<file path="src/hdl/lptr_pkg.sv">
// Shared constants and types of the low-power timer register block.
package lptr_pkg;

    localparam int SPACE_BYTES_DEFAULT = 64;

    localparam int ADDR_W = 16;
    localparam int DATA_W = 32;

    // Request codes
    localparam logic [1:0] REQ_READ  = 2'd0;
    localparam logic [1:0] REQ_WRITE = 2'd1;
    localparam logic [1:0] REQ_TICK  = 2'd2;

    // Word indices of the timer registers (byte offset >> 2)
    localparam int W_ISR = 0;
    localparam int W_ICR = 1;
    localparam int W_CR  = 4;
    localparam int W_CMP = 5;
    localparam int W_ARR = 6;
    localparam int W_CNT = 7;

    // Status and control bit positions
    localparam int BIT_CMPOK  = 3;
    localparam int BIT_ARROK  = 4;
    localparam int BIT_ENABLE = 0;
    localparam int BIT_SNGSTRT = 1;
    localparam int BIT_CNTSTRT = 2;

    localparam logic [DATA_W-1:0] ARR_RESET = 32'd1;

    // Commands from the register decode to the counter
    typedef struct packed {
        logic tick;
        logic start;
        logic stop;
    } t_timer_cmd;

endpackage

</file>
<file path="src/hdl/low_power_timer_registers.sv">
// Top level of the low-power timer register block: decode, register file and result stage.
//
// Usage: each input item is a bus read, a bus write or one counter tick, given as
// i_req_type, i_byte_offset and i_write_data on a valid/ready channel. Every item
// gives exactly one result item, o_read_data and o_bad_offset, on a second
// valid/ready channel.
// The result is registered and valid the cycle after its item is accepted.
// Throughput: one item per cycle while results are taken. All state (status, control,
// compare, reload, counter, shadow words) is updated at the edge that accepts the item,
// so the next item sees it at once. The rate is set by the result register, which
// together with the shadow RAM's registered read port forms the only stage.
// Stall: while a result waits and the receiver holds i_out_ready low, o_in_ready
// drops and the result (including the RAM read data, whose port is only enabled
// on acceptance) holds. It rises again in the cycle the result is taken.
// Reset: synchronous, active low. The counter stops at zero, all words read zero
// except auto-reload, which reads one; shadow words are tracked by valid bits
// cleared at once, so no clearing pass is needed.
// Read and write offsets at or beyond SPACE_BYTES read zero, ignore writes and raise o_bad_offset.
module low_power_timer_registers #(
    parameter int SPACE_BYTES = lptr_pkg::SPACE_BYTES_DEFAULT
) (
    input  logic                        i_clk,
    input  logic                        i_rst_n,
    input  logic                        i_in_valid,
    output logic                        o_in_ready,
    input  logic [1:0]                  i_req_type,
    input  logic [lptr_pkg::ADDR_W-1:0] i_byte_offset,
    input  logic [lptr_pkg::DATA_W-1:0] i_write_data,
    output logic                        o_out_valid,
    input  logic                        i_out_ready,
    output logic [lptr_pkg::DATA_W-1:0] o_read_data,
    output logic                        o_bad_offset
);

    import lptr_pkg::*;

    localparam int WORDS  = SPACE_BYTES / 4;
    localparam int AW     = $clog2(WORDS);
    localparam int IDX_W  = ADDR_W - 2;

    // Accept logic
    logic accept;
    assign o_in_ready = !o_out_valid || i_out_ready;
    assign accept     = i_in_valid && o_in_ready;

    // Decode the item
    logic            is_read, is_write, is_tick, bad;
    logic [IDX_W-1:0] idx_full;
    logic [AW-1:0]   word;
    logic            w_isr, w_icr, w_cr, w_cmp, w_arr, w_cnt, w_shadow;

    assign is_read  = (i_req_type == REQ_READ);
    assign is_write = (i_req_type == REQ_WRITE);
    assign is_tick  = (i_req_type == REQ_TICK);
    assign bad      = (is_read || is_write) && (i_byte_offset >= ADDR_W'(SPACE_BYTES));
    assign idx_full = i_byte_offset[ADDR_W-1:2];

    // Fold the tail of a space that is not a whole number of words back to word zero
    always_comb begin
        if (idx_full >= IDX_W'(WORDS)) begin
            word = AW'(idx_full - IDX_W'(WORDS));
        end else begin
            word = AW'(idx_full);
        end
    end

    assign w_isr    = (word == AW'(W_ISR));
    assign w_icr    = (word == AW'(W_ICR));
    assign w_cr     = (word == AW'(W_CR));
    assign w_cmp    = (word == AW'(W_CMP));
    assign w_arr    = (word == AW'(W_ARR));
    assign w_cnt    = (word == AW'(W_CNT));
    assign w_shadow = !(w_isr || w_icr || w_cr || w_cmp || w_arr || w_cnt);

    logic wr_ok, rd_ok;
    assign wr_ok = accept && is_write && !bad;
    assign rd_ok = accept && is_read && !bad;

    // Dedicated timer registers
    logic [DATA_W-1:0] r_isr, n_isr;
    logic [DATA_W-1:0] r_cr, n_cr;
    logic [DATA_W-1:0] r_cmp, n_cmp;
    logic [DATA_W-1:0] r_arr, n_arr;
    logic [DATA_W-1:0] flag_mask;

    assign flag_mask = (DATA_W'(1) << BIT_CMPOK) | (DATA_W'(1) << BIT_ARROK);

    always_comb begin
        n_isr = r_isr;
        n_cr  = r_cr;
        n_cmp = r_cmp;
        n_arr = r_arr;
        if (wr_ok) begin
            if (w_isr) begin
                n_isr = i_write_data;
            end
            if (w_icr) begin
                // write one to clear the ready flags
                n_isr = r_isr & ~(i_write_data & flag_mask);
            end
            if (w_cr) begin
                n_cr = i_write_data;
            end
            if (w_cmp) begin
                n_cmp = i_write_data;
                n_isr = r_isr | (DATA_W'(1) << BIT_CMPOK);
            end
            if (w_arr) begin
                n_arr = i_write_data;
                n_isr = r_isr | (DATA_W'(1) << BIT_ARROK);
            end
        end
    end

    always_ff @(posedge i_clk) begin
        if (!i_rst_n) begin
            r_isr <= '0;
            r_cr  <= '0;
            r_cmp <= '0;
            r_arr <= ARR_RESET;
        end else begin
            r_isr <= n_isr;
            r_cr  <= n_cr;
            r_cmp <= n_cmp;
            r_arr <= n_arr;
        end
    end

    // Counter
    t_timer_cmd        timer_cmd;
    logic [DATA_W-1:0] count;
    logic              counting;

    assign timer_cmd.tick  = accept && is_tick;
    assign timer_cmd.start = wr_ok && w_cr && i_write_data[BIT_ENABLE]
                             && (i_write_data[BIT_SNGSTRT] || i_write_data[BIT_CNTSTRT]);
    assign timer_cmd.stop  = wr_ok && w_cr && !i_write_data[BIT_ENABLE];

    lptr_timer u_timer (
        .i_clk      (i_clk),
        .i_rst_n    (i_rst_n),
        .i_cmd      (timer_cmd),
        .i_arr      (r_arr),
        .o_count    (count),
        .o_counting (counting)
    );

    // Plain shadow words: RAM plus one valid bit per word
    logic              r_valid [WORDS];
    logic [DATA_W-1:0] ram_rdata;
    logic              ram_we;

    assign ram_we = wr_ok && w_shadow;

    lptr_ram #(
        .WIDTH (DATA_W),
        .DEPTH (WORDS)
    ) u_ram (
        .i_clk   (i_clk),
        .i_we    (ram_we),
        .i_waddr (word),
        .i_wdata (i_write_data),
        .i_re    (rd_ok),
        .i_raddr (word),
        .o_rdata (ram_rdata)
    );

    always_ff @(posedge i_clk) begin
        if (!i_rst_n) begin
            for (int k = 0; k < WORDS; k++) begin
                r_valid[k] <= 1'b0;
            end
        end else if (ram_we) begin
            r_valid[word] <= 1'b1;
        end
    end

    // Result stage
    logic              r_out_valid, n_out_valid;
    logic [DATA_W-1:0] r_rd, n_rd;
    logic              r_from_ram, n_from_ram;
    logic              r_bad, n_bad;

    always_comb begin
        n_rd       = '0;
        n_from_ram = 1'b0;
        if (rd_ok) begin
            if (w_cnt) begin
                n_rd = count;
            end else if (w_isr) begin
                n_rd = r_isr;
            end else if (w_cr) begin
                n_rd = r_cr;
            end else if (w_cmp) begin
                n_rd = r_cmp;
            end else if (w_arr) begin
                n_rd = r_arr;
            end else if (w_shadow) begin
                n_from_ram = r_valid[word];
            end
        end
        n_bad       = bad;
        n_out_valid = accept || (r_out_valid && !i_out_ready);
    end

    always_ff @(posedge i_clk) begin
        if (!i_rst_n) begin
            r_out_valid <= 1'b0;
        end else begin
            r_out_valid <= n_out_valid;
        end
    end

    // hold the result payload while it waits
    always_ff @(posedge i_clk) begin
        if (accept) begin
            r_rd       <= n_rd;
            r_from_ram <= n_from_ram;
            r_bad      <= n_bad;
        end
    end

    assign o_out_valid  = r_out_valid;
    assign o_read_data  = r_from_ram ? ram_rdata : r_rd;
    assign o_bad_offset = r_bad;

    // Checks
    a_bad_reads_zero: assert property (@(posedge i_clk) disable iff (!i_rst_n)
        (r_out_valid && r_bad) |-> (o_read_data == '0))
        else $error("bad offset result carries data");

    a_wrap: assert property (@(posedge i_clk) disable iff (!i_rst_n)
        (timer_cmd.tick && counting && (count >= r_arr)) |=> (count == '0))
        else $error("counter did not wrap at auto-reload");

    a_arrok: assert property (@(posedge i_clk) disable iff (!i_rst_n)
        (wr_ok && w_arr) |=> r_isr[BIT_ARROK])
        else $error("ARROK not set after auto-reload write");

    a_ready_when_empty: assert property (@(posedge i_clk) disable iff (!i_rst_n)
        !r_out_valid |-> o_in_ready)
        else $error("input stalled with empty result stage");

endmodule

</file>
<file path="src/hdl/lptr_ram.sv">
// Generic single-port-write, single-port-read RAM with registered read data.
module lptr_ram #(
    parameter int WIDTH = 32,
    parameter int DEPTH = 16
) (
    input  logic                     i_clk,
    input  logic                     i_we,
    input  logic [$clog2(DEPTH)-1:0] i_waddr,
    input  logic [WIDTH-1:0]         i_wdata,
    input  logic                     i_re,
    input  logic [$clog2(DEPTH)-1:0] i_raddr,
    output logic [WIDTH-1:0]         o_rdata
);

    logic [WIDTH-1:0] r_mem [DEPTH];
    logic [WIDTH-1:0] r_rdata;

    always_ff @(posedge i_clk) begin
        if (i_we) begin
            r_mem[i_waddr] <= i_wdata;
        end
        if (i_re) begin
            r_rdata <= r_mem[i_raddr];
        end
    end

    assign o_rdata = r_rdata;

endmodule

</file>
<file path="src/hdl/lptr_timer.sv">
// Counter and run flag of the low-power timer.
module lptr_timer (
    input  logic                        i_clk,
    input  logic                        i_rst_n,
    input  lptr_pkg::t_timer_cmd        i_cmd,
    input  logic [lptr_pkg::DATA_W-1:0] i_arr,
    output logic [lptr_pkg::DATA_W-1:0] o_count,
    output logic                        o_counting
);

    import lptr_pkg::*;

    logic [DATA_W-1:0] r_count, n_count;
    logic              r_counting, n_counting;

    always_comb begin
        n_count    = r_count;
        n_counting = r_counting;
        if (i_cmd.tick && r_counting) begin
            // wrap once the reload value is reached or passed
            n_count = (r_count >= i_arr) ? '0 : r_count + DATA_W'(1);
        end else if (i_cmd.start) begin
            if (!r_counting) begin
                n_count = '0;
            end
            n_counting = 1'b1;
        end else if (i_cmd.stop) begin
            n_counting = 1'b0;
        end
    end

    always_ff @(posedge i_clk) begin
        if (!i_rst_n) begin
            r_count    <= '0;
            r_counting <= 1'b0;
        end else begin
            r_count    <= n_count;
            r_counting <= n_counting;
        end
    end

    assign o_count    = r_count;
    assign o_counting = r_counting;

endmodule

</file>
<file path="config.mk">
export PLATFORM = sky130hd
export DESIGN_NAME = low_power_timer_registers
export DESIGN_NICKNAME = d
export VERILOG_FILES = /design/src/hdl/lptr_pkg.sv /design/src/hdl/low_power_timer_registers.sv /design/src/hdl/lptr_ram.sv /design/src/hdl/lptr_timer.sv
export SDC_FILE = /design/constraint.sdc
export NUM_CORES = 1
export LEC_CHECK = 0
export BUFFER_PORTS_ARGS = -buffer_cell sky130_fd_sc_hd__buf_4
export CAP_MARGIN = 25
export CORE_UTILIZATION = 39
export CTS_BUF_LIST = sky130_fd_sc_hd__clkbuf_8
export CTS_CLUSTER_SIZE = 14
export DETAILED_ROUTE_END_ITERATION = 7
export HOLD_SLACK_MARGIN = 0.05
export PLACE_DENSITY = 0.64
export SYNTH_ARGS = -nofsm -noshare
export SYNTH_HDL_FRONTEND = slang
export SYNTH_SLANG_ARGS = --single-unit
</file>
<file path="constraint.sdc">
create_clock -name i_clk -period 7 [get_ports i_clk]
set_input_delay 0.7 -clock i_clk [delete_from_list [all_inputs] [get_ports i_clk]]
set_output_delay 0.7 -clock i_clk [all_outputs]
set_load 0.02 [all_outputs]
</file>
# == Word-level counts from Yosys, hierarchy flattened ==
# Memories as Yosys holds them, arrays and structs flattened. A register that Yosys moved wholly into a read port is not among the register bits.
# Cells that the tools add are included.
# classes
n_lt_le_gt_ge,3
n_bitwise,6
reduce_logical,45
n_eq_ne,9
n_addsub,2
n_mux,25
# ops
cell,n
$mux 32,12
$add 32x1->32 const B,1
$and 32x32->32,1
$ge 32x32->1,1
$not 5->32,1
$eq 4x3->1 const B,4
$ge 16x7->1 const B,1
$ge 14x5->1 const B,1
$logic_and 1x1->1,14
$mux 5,2
$reduce_and 2->1,5
$logic_or 1x1->1,9
$mux 1,9
$mux 4,2
$reduce_or 7->1,1
$reduce_and 3->1,2
$reduce_bool 2->1,3
$reduce_bool 3->1,2
$logic_not 1->1,5
$eq 4x1->1 const B,1
$logic_not 4->1,1
$not 1->1,4
$reduce_and 4->1,1
$sub 4x1->4 const B,1
6 further kinds,6
# word_totals
elab_cells,103
in_bits,54
out_inout_bits,35
register_bits,195
mem_bits_rw,528
n_memories,2
# mem_list
memory,words,width,rd,rd_clocked_by_memory_dff,write_ports,line,source
u_ram.r_mem,16,32,1,1,1,lptr_ram.sv:15,logic [WIDTH-1:0] r_mem [DEPTH];
r_valid,16,1,1,1,16,low_power_timer_registers.sv:149,logic r_valid [WORDS];

# == Logic depth before layout (Yosys ltp) ==
# depth
ltp_word,15
mapped_depth,9
ltp_nobuf,8

# == Hierarchy ==
# Synthesis repeated with hierarchy kept, for this count alone.
# hier_totals
cells_unflattened,2091
area_unflattened_um2,31801.8
# modules_own_cells
module,n_inst,seq_area_each_um2,area_each_um2,cells_per_inst
lptr_ram,1,16335.7,20174.3,838
low_power_timer_registers,1,3843.7,8937.3,923
lptr_timer,1,660.6,2690.1,330

# == Worst setup path before layout ==
# Ideal clock, no wire load.
# synth_timing
path_kind,in2reg
from,in i_byte_offset[2] (netlist bit)
to,mem u_ram.r_mem[3][0] (enable)
slack_ns,1.831
t_required_ns,6.495
arrival_time_ns,4.664
setup_ns,0.505
n_path_buf,3
stages,5
path_cell_list,clkbuf_1 clkbuf_1 buf_2 nand2_1 nor4_1
# synth_via
elab_chain_len,12
elab_cells_between_ends,22
cone_classes,add/sub: 1; order compare: 2; eq/ne: 5; mux: 3; reduce/logical: 11
# synth_rtl
element,line,source
start: declaration,low_power_timer_registers.sv:27,"input logic [lptr_pkg::ADDR_W-1:0] i_byte_offset,"
$ge 14x5->1 or $sub 4x1->4 (tied branches),"low_power_timer_registers.sv:60, low_power_timer_registers.sv:61",
$mux 4,low_power_timer_registers.sv:60,if (idx_full >= IDX_W'(WORDS)) begin
$eq 4x1->1 or $logic_not 4->1 (tied branches),"low_power_timer_registers.sv:68, low_power_timer_registers.sv:67",
$logic_or 1x1->1 (5 in series),low_power_timer_registers.sv:73,assign w_shadow = !(w_isr || w_icr || w_cr || w_cmp || w_arr || w_cnt);
$logic_not 1->1,low_power_timer_registers.sv:73,
$logic_and 1x1->1,low_power_timer_registers.sv:153,assign ram_we = wr_ok && w_shadow;
$mux 1,lptr_ram.sv:19,if (i_we) begin
$mux 1 (not written as such),lptr_ram.sv:20,r_mem[i_waddr] <= i_wdata;
end: declaration,lptr_ram.sv:15,
# Several ways; a longest one is shown, not always the timed one.

# == Worst setup path in the final report ==
# layout_timing
from,reg r_from_ram (read register of r_valid)
to,out o_read_data[15] (netlist bit)
# layout_via
elab_chain_len,1
# layout_rtl
element,line,source
start: declaration,low_power_timer_registers.sv:181,"logic r_from_ram, n_from_ram;"
$mux 32,low_power_timer_registers.sv:224,assign o_read_data = r_from_ram ? ram_rdata : r_rd;
end: declaration,low_power_timer_registers.sv:31,"output logic [lptr_pkg::DATA_W-1:0] o_read_data,"
# No other way between the ends.

==> flow_summary.ini <==
[outcome]
status = complete, no violations

[yosys]
yosys_warnings = 0
async_flop_share_pct = 0
ys_types = 53
avgSynthCellArea_um2 = 15.4
synth-edff-count = 578
synth_area_um2 = 29900
synth_seq_area_share_pct = 69.6
syn_inst = 1943
synth-seq-cells = 750
ys.flop_type = edfxtp_1

[setup_path]
rrSetupSlack_ns = 3.73
crit_path_end_kind = primary output
arrival_ns = 2.71
setup.worst_path.start = r_from_ram
startpoint_type = flip-flop
crit_type = reg -> out
crit-reg2reg-launch = u_timer.o_count[0]
worstPathMaxFanout = 20
critPathRequiredTime_ns = 6.30

[drt]
vias = 17700
wire_per_inst_um = 20.1
first_iter_violations = 1472
ant_nets = 0
drc_errors = 0
wirelength_um = 67400
drtPass1Iterations = 5
via_per_inst = 5.30

[clocking]
post_cts_buffers = 0
cts_resized = 0
path_clk_slew_ns = 0.06
cts_tree = built
htree_levels = 3
cts.sinks = 750
clock-root-buffer = clkbuf_8
clk_latency_ns = 0.76
ctsLongestPathBuffers = 3
cts_buffers = 119
ctsHoldBuffers = 0

[floorplanning]
die_area_um2 = 77700
fp.coreArea_um2 = 75800
initial_utilization_pct = 39.4
rows = 101
die_w_um = 279
top_level_ports = 89
fp.dieH_um = 279

[worst_hold_path]
hold_path.class = in -> reg
hp-start = i_rst_n

[timing]
finalCritPeriodShare_pct = 48.7
worstMarginPinSlew_ns = 1.03
fmax_mhz = 293
setup_viol = 0
fin_ws_ns = 3.59
hold_viol_final = 0
slew-limit-headroom_pct = 30.9
grt_setup_unrepaired = false
finClkSkew_ns = 0.0353
slew_violations = 0
finalSetupTns_ns = 0
fin_crit_ns = 3.41

[cells_and_area]
layout.nets = 2346
syn_to_final_growth_pct = 16.6
most-common-layout-cells = edfxtp_1, nand2_1, conb_1, dfxtp_1, mux4_2
design_area_um2 = 34800
final_common_cell = edfxtp_1
drive_gt1_share_pct = 21.7

[placement]
hpwl_um = 39400
port_buffers = 86
gp_congestion = 0.823
place_area_um2 = 32400
place_ws_ns = 2.51

[global_route]
antenna_found_initial = 3
track_usage_pct = 17.5
globalRoute.totalOverflow = 0
first_global_vias = 18000
grt_pass1_wl_um = 104000
grt_max_degree = 69

[power]
ir_drop_uv = 137
p_leak_nw = 11.6
p_seq_share_pct = 54.5
p_sw_mw = 1.98
power_frac_clock_pct = 40.9
intPower_mw = 7.06
switching_share_pct = 21.9
p_comb_share_pct = 4.5
power_density_nw_per_um2 = 259

[flow_run]
maxCapViolations = 0
==> layer usage <==
metal | part of all wire, % | up-vias | routed length, um | global-route usage, %
met5 | 0.043 | - | 29 | 0
met4 | 2.1 | 4 | 1410 | 5.34
met3 | 6.8 | 128 | 4590 | 3.68
met2 | 49 | 649 | 33200 | 29.3
met1 | 42 | 8988 | 28100 | 22.7
li1 | - | 7947 | - | -
==> path summary, 6_finish.rpt <==
kind / depth (start not counted) / endpoint
worst max-delay path: 3 / o_read_data[15]
worst min-delay path: 2 / r_arr[0]
worst max register to register: 9 / u_timer.o_count[23]
worst min register to register: 2 / r_isr[23]
==> registers in the layout, indices dropped and copies added (netlist names), named ones only <==
signal / count
r_rd: 32
r_arr: 32
r_from_ram: 1
u_timer.o_count: 32
r_valid: 10
o_out_valid: 1
u_ram.o_rdata: 32
r_cr: 32
u_timer.o_counting: 1
o_bad_offset: 1
u_ram.r_mem: 512
r_cmp: 32
r_isr: 29
==> power by group through the flow <==
stage               logic (mW)  registers [mW]  clock network [mW]
floorplan                0.253            5.01                   0
global placement         0.403            5.01                   0
detailed placement       0.413            5.02                   0
CTS                      0.413            4.93                3.80
global route             0.443            4.93                3.99
finish                   0.410            4.93                3.70
==> cells by family (layout without fill, tap and decap cells) <==
| family | Yosys count | after routing | share of synthesized area [%] |
|---|---|---|---|
| simple gates | 469 | 469 | 6.61 |
| fa+ha+maj | 33 | 33 | 1.38 |
| flops | 750 | 750 | 69.6 |
| mux | 196 | 196 | 13.5 |
| buf+inv | 168 | 398 | 2.15 |
| compound gates | 312 | 312 | 6.36 |
| xor+xnor | 14 | 14 | 0.410 |
| other cells | 1 | 194 | 0.0125 |
==> cell usage after synthesis, drive strengths merged (4+ instances only) <==
library cell | instances | area [um2]
dfxtp | 172 | 3440
a22oi | 64 | 480
o211ai | 8 | 60.1
edfxtp | 578 | 17400
nand4 | 18 | 113
nor3 | 12 | 65.1
a21oi | 140 | 701
xnor2 | 10 | 87.6
ha | 33 | 413
o21ai | 25 | 125
buf | 27 | 113
nor4 | 8 | 56.3
o21a | 14 | 105
mux4 | 162 | 3650
nor2 | 34 | 128
mux2 | 32 | 360
nand2 | 336 | 1260
nand3 | 41 | 205
clkbuf | 94 | 353
a31oi | 38 | 238
and2 | 5 | 31.3
inv | 47 | 176
xor2 | 4 | 35.0
==> layout make-up <==
cell class / instances / area, um2
clock inverters: 83 / 474
repair buffers: 125 / 947
multi-input cells: 1216 / 9250
inverters: 47 / 178
diodes: 2 / 5.00
clock buffers: 143 / 1970
fillers: 6643 / 41000
flip-flops and latches: 750 / 20800
well taps: 978 / 1220
==> worst max-delay path: stages (launching register included) <==
cell and delay (ns):
edfxtp_1 0.86, buf_4 0.48, mux2_2 0.44, buf_4 0.18
==> per-stage QoR <==
step	std cells	util, %	hold WS [ns]	total power [mW]
global placement	3115	42.7	0.439	5.42
floorplan	2134	-	0.432	5.27
detailed placement	3115	42.7	0.447	5.44
finish	3344	46.0	0.244	9.04
CTS	3341	45.9	0.181	9.14
global route	3344	46.0	0.214	9.37
No activity file was read; power rests on OpenSTA's default activity.
